`src/hw/rtl/assert_macros.svh`:
```
// assertion helpers, clocked on clk, disabled during rst unless noted
`ifndef ASSERT_MACROS_SVH
`define ASSERT_MACROS_SVH
`define ASSERT_NOW(lbl, cond, msg) \
  lbl: assert property (@(posedge clk) disable iff (rst) (cond)) else $error(msg);
`define ASSERT_NEXT(lbl, ante, cons, msg) \
  lbl: assert property (@(posedge clk) disable iff (rst) (ante) |=> (cons)) else $error(msg);
// checked across reset
`define ASSERT_AFTER_RESET(lbl, cons, msg) \
  lbl: assert property (@(posedge clk) rst |=> (cons)) else $error(msg);
`endif

```
`src/hw/rtl/ncdf_pkg.sv`:
```
`default_nettype none
package ncdf_pkg;

  localparam int WF = 30;
  localparam int DIV_STAGES = 31;
  localparam int EXP_TERMS = 12;
  localparam int EXP_LAT = 1 + 3 * EXP_TERMS + 5 + 1;
  localparam int POLY_LAT = 1 + DIV_STAGES + 5;
  localparam int SIDE_LAT = DIV_STAGES + EXP_LAT;
  localparam int ALIGN_LAT = EXP_LAT - POLY_LAT;

  localparam logic [1:0] REG_MEAN = 2'd0;
  localparam logic [1:0] REG_STD_DEV = 2'd1;

  localparam logic [30:0] ONE_Q = 31'h4000_0000;

  localparam logic [27:0] K_B0 = 28'd248723596;
  localparam logic signed [33:0] K_B1 = 34'sd342933307;
  localparam logic signed [33:0] K_B2 = -34'sd382857446;
  localparam logic signed [33:0] K_B3 = 34'sd1912847369;
  localparam logic signed [33:0] K_B4 = -34'sd1955558716;
  localparam logic signed [33:0] K_B5 = 34'sd1428371292;
  localparam logic [28:0] K_INV_SQRT_2PI = 29'd428361012;

  localparam logic [28:0] K_EXPNEG [5] = '{
    29'd395007542, 29'd145315154, 29'd19666268, 29'd360201, 29'd121
  };

  // horner addends, last step has none
  localparam logic signed [33:0] HORNER_ADD [5] = '{K_B4, K_B3, K_B2, K_B1, 34'sd0};

  // term j divides by 12 - j
  localparam logic [3:0] EXP_DIV [EXP_TERMS] = '{
    4'd12, 4'd11, 4'd10, 4'd9, 4'd8, 4'd7, 4'd6, 4'd5, 4'd4, 4'd3, 4'd2, 4'd1
  };
  // floor(2^32 / k)
  localparam logic [32:0] EXP_RECIP [EXP_TERMS] = '{
    33'd357913941, 33'd390451572, 33'd429496729, 33'd477218588,
    33'd536870912, 33'd613566756, 33'd715827882, 33'd858993459,
    33'd1073741824, 33'd1431655765, 33'd2147483648, 33'd4294967296
  };

  typedef struct packed {
    logic [4:0]  n;
    logic [29:0] r;
  } ncdf_yr_t;

  typedef struct packed {
    logic v;
    logic neg;
    logic far;
  } ncdf_side_t;

endpackage
`default_nettype wire

```
`src/hw/rtl/ncdf_div.sv`:
```
`default_nettype none
module ncdf_div import ncdf_pkg::*; #(
  parameter int QW = 31,
  parameter int DW = 32
) (
  input  wire logic          clk,
  input  wire logic          en,
  input  wire logic [DW-1:0] rem_in,
  input  wire logic [QW-1:0] low_in,
  input  wire logic [DW-1:0] divisor,
  output logic [QW-1:0]      quotient
);

  logic [DW-1:0] rem [QW];
  logic [QW-1:0] low [QW];
  logic [DW-1:0] dv  [QW];
  logic [QW-1:0] quo [QW];

  for (genvar i = 0; i < QW; i++) begin : g_step
    logic [DW-1:0] cur_rem;
    logic [QW-1:0] cur_low;
    logic [DW-1:0] cur_dv;
    logic [QW-1:0] cur_quo;
    logic [DW:0]   trial;
    logic          take;

    if (i == 0) begin : g_first
      assign cur_rem = rem_in;
      assign cur_low = low_in;
      assign cur_dv  = divisor;
      assign cur_quo = '0;
    end else begin : g_rest
      assign cur_rem = rem[i-1];
      assign cur_low = low[i-1];
      assign cur_dv  = dv[i-1];
      assign cur_quo = quo[i-1];
    end

    assign trial = {cur_rem, cur_low[QW-1]};
    assign take  = trial >= {1'b0, cur_dv};

    always_ff @(posedge clk) begin
      if (en) begin
        rem[i] <= take ? DW'(trial - {1'b0, cur_dv}) : trial[DW-1:0];
        low[i] <= cur_low << 1;
        dv[i]  <= cur_dv;
        quo[i] <= {cur_quo[QW-2:0], take};
      end
    end
  end

  assign quotient = quo[QW-1];

endmodule
`default_nettype wire

```
`config.mk`:
```
export PLATFORM = sky130hd
export DESIGN_NAME = ncdf_div
export DESIGN_NICKNAME = d
export VERILOG_FILES = /design/src/hw/rtl/assert_macros.svh /design/src/hw/rtl/ncdf_pkg.sv /design/src/hw/rtl/ncdf_div.sv
export SDC_FILE = /design/constraint.sdc
export NUM_CORES = 2
export LEC_CHECK = 0
export BUFFER_PORTS_ARGS = -buffer_cell sky130_fd_sc_hd__buf_2
export CAP_MARGIN = 5
export CORE_MARGIN = 2
export CORE_UTILIZATION = 45
export CTS_CLUSTER_DIAMETER = 100
export DETAILED_ROUTE_END_ITERATION = 16
export GPL_TIMING_DRIVEN = 0
export PLACE_DENSITY_LB_ADDON = 0.08
export SYNTH_ARGS = -nofsm -noshare
export SYNTH_HDL_FRONTEND = slang
export SYNTH_SLANG_ARGS = --single-unit
```
`constraint.sdc`:
```
create_clock -name clk -period 3.51 [get_ports clk]
set_input_delay 0 -clock clk [delete_from_list [all_inputs] [get_ports clk]]
set_output_delay 0 -clock clk [all_outputs]
set_load 0.02 [all_outputs]
```
# Word-level counts from Yosys, hierarchy flattened
# Memories as Yosys holds them, arrays and structs flattened.
# Index checks and enable logic that the tools add are counted.
# Widths: inputs -> output; s select.
# classes
addsub,31
eq_ne,0
muxes,33
div,0
shifts,0
order_cmp,31
bitwise_logic,0
n_mul,0
n_reduce_logical,0
# ops
op,n
$ge 33x32->1,31
$mux 32,31
$sub 32x32->32,31
$mux 1,2
# totals
register_bits,0
latchBits,0
elab_cells,99
ram_bits,3875
rom_bits,0
memories,4
output_inout_bits,31
input_bits,97
# mem_list
memory,depth,word_bits,rd,rd_clocked_by_memory_dff,wr,line_no,rtl
dv,31,32,30,0,31,ncdf_div.sv:16,logic [DW-1:0] dv [QW];
rem,31,32,30,0,31,ncdf_div.sv:14,logic [DW-1:0] rem [QW];
quo,31,31,31,0,31,ncdf_div.sv:17,logic [QW-1:0] quo [QW];
low,31,30,30,0,31,ncdf_div.sv:15,logic [QW-1:0] low [QW];

# Logic depth before layout (Yosys ltp)
# An unclocked memory read counts as a cell.
# depth
word_depth,3
mapped_depth,16
depth_no_buf,14

# Worst setup path before layout
# Ideal clock, no wire load.
# synth_path
path_type,reg-to-reg
from,"mem rem[25][5], in the netlist rem[3][37]"
to,"mem rem[26][3], in the netlist rem[3][67], data pin"
path_stages_with_launch,11
path_buffers,1
period_less_slack_ps,3704
slack_ps,-194
setup_time_ps,262
t_arrival_ps,3442
required_ps,3248
cell_sequence,edfxtp_1 > ha_1 > a2111oi_1 > a211oi_1 > nand2b_1 > a221o_1 > a221o_1 > a41o_1 > a2111oi_4 > buf_2 > mux2_1
# synth_lines
element,line_no
start: declaration,ncdf_div.sv:14

==> flow_metrics.tcl <==
set metrics [dict create \
    power_density_nw_per_um2 975 \
    fin_ws_ps -289 \
    dpl.cell_count 16771 \
    max_freq_mhz 263 \
    hold_path.class "input pin to flop" \
    synth-edff-count 2881 \
    worst_pin_slew_ps 1060 \
    worst-path-max-fanout 5 \
    chipHeight_microns 579 \
    vias 99164 \
    violations "negative setup slack" \
    finalPower_mw 177 \
    core-area_sq_um 330000 \
    drive_gt1_share_pct 19.9 \
    worstSetupEndpointType "flop" \
    cts_tree "yes" \
    period_share_pct 108 \
    path_class "flop to flop" \
    slew_violations 0 \
    status "finished with violations" \
    synth_seq_cells 2881 \
    hold_violations 0 \
    hold_depth 4 \
    globalRoute.totalOverflow 0 \
    drtPass1Iterations 6 \
    wirelength_microns 390000 \
    num_io_pins 128 \
    yosys_warnings 0 \
    ant_nets 0 \
    reg2reg_depth 14 \
    fin_crit_ps 3800 \
    grt_max_degree 174 \
    die_x_microns 579 \
    synth.cell_area_sq_um 149000 \
    initial_core_util_pct 45.2 \
    stdcell_count 18096 \
    syn_inst 12258 \
    port-buffer-count 127 \
    dieArea_sq_um 336000 \
    maxCapViolCount 0 \
    synth.distinct_cells 89 \
    cts_made_buffers 323 \
    place_area_sq_um 156000 \
    avgViaCountPerCell 5.48 \
    finalSetupViolations 356 \
    dp.final_hpwl_microns 279000 \
    clkTransAtPathRegs_ps 50 \
    nets 14579 \
    yosysSeqAreaShare_pct 58.1 \
    fin_util_pct 55.0 \
    worst_slew_margin_rel_pct 29.1 \
    syn_nets 13377 \
    synthFlopType "edfxtp_1" \
    drtIter0Drc 7382 \
    place_congestion 0.892 \
    mostFrequentLayoutCells "edfxtp_1 (2,881), inv_1 (1,161), a21oi_1 (866)" \
    leakage_nw 72.7 \
    final_area_sq_um 181000 \
    avgRoutedWirePerCell_microns 21.6 \
    critPathLaunchType "flop" \
    grt_antenna_before_repair 21 \
    drc 0 \
    grt_pass1_wl_microns 570000 \
    cp.required_ps 4180 \
    row_count 211 \
    syn_area_per_cell_sq_um 12.1 \
    cts.sinks 2881 \
    grt_pass1_vias 96080 \
    worstPathArrival_ps 4470 \
    clockRootBuffer "clkbuf_16" \
    cts_buffer_depth 4 \
    rsz0062_at_grt "true" \
    final_common_cell "edfxtp_1" \
    grt_usage_pct 22.0 \
    ir_drop_mv 0.510 \
    h-tree-depth 5 \
    area_growth_pct 21.8 \
    clock_latency_ps 950 \
    clock_skew_ps 46.8 \
    async_flop_share_pct 0 \
]
final timing paths:
path / startpoint / end / slack (ps)
worst max-delay path: dv[1][289] / rem[3][67] / -290
worst min-delay path: rem_in[0] / rem[0][1] / 110
worst max register to register: dv[1][289] / rem[3][67] / -290
worst min register to register: quo[26][16] / quo[27][17] / 380
power breakdown:
group | switching (mW) | internal [mW] | total, mW
registers | 5.84 | 49.9 | 55.7
logic | 46.4 | 40.5 | 87.0
clock network | 14.3 | 19.9 | 34.2
total | 66.6 | 110 | 177
logic make-up (layout without fill, tap and decap cells):
group	after synthesis	after routing	synth area share (%)
and+or+nand+nor	2490	2490	7.96
AOI/OAI and AO/OA	3095	3095	13.0
buffers and inverters	1465	2927	3.74
adders and majority gates	1022	1022	8.74
muxes	494	494	3.71
xor gates and xnor gates	811	811	4.77
other	0	10	0
DFF	2881	2881	58.1
layout make-up:
cell class	count	area (sq um)
sequential	2881	86500
inverter	1203	4540
fill	27705	148000
antenna	10	25.0
timing repair buffer	903	8970
clock inverter	204	2380
multi-input combinational	7912	63000
buffer	236	2220
tap	4366	5460
clock buffer	381	8340
per-layer routing:
| layer | track usage [%] | share of wire (%) | up-vias |
|---|---|---|---|
| met2 | 38.0 | 49 | 2078 |
| met3 | 2.20 | 4.1 | 580 |
| met4 | 6.62 | 2.9 | 2 |
| met1 | 29.3 | 44 | 48726 |
| met5 | 0 | 0.0033 | - |
| li1 | - | - | 47778 |
worst max-delay path, cell delays in order, from the launching register on:
cell,delay [ps]
edfxtp_1,410
inv_1,130
ha_4,210
nor2b_2,140
o21a_1,190
o21ai_2,160
a211oi_2,110
nand2b_4,180
a221o_1,390
a221o_1,360
a41o_1,270
a2111oi_4,360
buf_6,190
buf_12,140
mux2_4,290
synthesized netlist by cell type, types with 33 or more instances:
| master | count | share of area [%] |
|---|---|---|
| o31a_1 | 41 | 0.24 |
| or2_2 | 39 | 0.16 |
| o31ai_1 | 74 | 0.37 |
| and3_1 | 90 | 0.38 |
| nand2_1 | 743 | 1.9 |
| nor2b_1 | 159 | 0.67 |
| o211ai_1 | 35 | 0.18 |
| and2_1 | 33 | 0.14 |
| nor4_1 | 35 | 0.15 |
| edfxtp_1 | 2881 | 58 |
| ha_1 | 992 | 8.3 |
| nand2b_1 | 149 | 0.63 |
| nor2_1 | 652 | 1.6 |
| nand4_1 | 145 | 0.61 |
| xor2_1 | 339 | 2.0 |
| a31oi_1 | 90 | 0.38 |
| mux2_2 | 457 | 3.5 |
| a211oi_1 | 76 | 0.38 |
| mux2i_1 | 35 | 0.24 |
| nand3_1 | 204 | 0.69 |
| o21a_1 | 120 | 0.60 |
| o21ai_0 | 715 | 2.4 |
| nor3_1 | 125 | 0.42 |
| inv_1 | 1202 | 3.0 |
| o21bai_1 | 118 | 0.59 |
| clkbuf_1 | 196 | 0.49 |
| a21boi_0 | 33 | 0.17 |
| a21oi_1 | 979 | 3.3 |
| a21o_1 | 520 | 2.6 |
| buf_2 | 51 | 0.17 |
| xnor2_1 | 472 | 2.8 |
state kept, by name, indices dropped and copies added, names as in the netlist:
| name | cells |
|---|---|
| dv | 960 |
| low | 465 |
| quo | 496 |
| rem | 960 |
per-stage QoR:
step	TNS, ps	worst slack (ps)	hold WS [ps]
finish	-34590	-289	109
global route	-78120	-371	100
CTS	-128410	-344	-587
detailed placement	-1885600	-2000	178
global placement	-	-42060	178
floorplan	-42.6	-42.6	98.9
what timing repair did:
item,in CTS,in global routing
gates cloned,11,43
resized for setup,678,1370
hold endpoints to repair,471,89
endpoints found under the setup margin,1410,1276
pin swaps,135,371
hold buffers,197,8
buffers inserted,162,342
No activity file was read; power rests on OpenSTA's default activity.
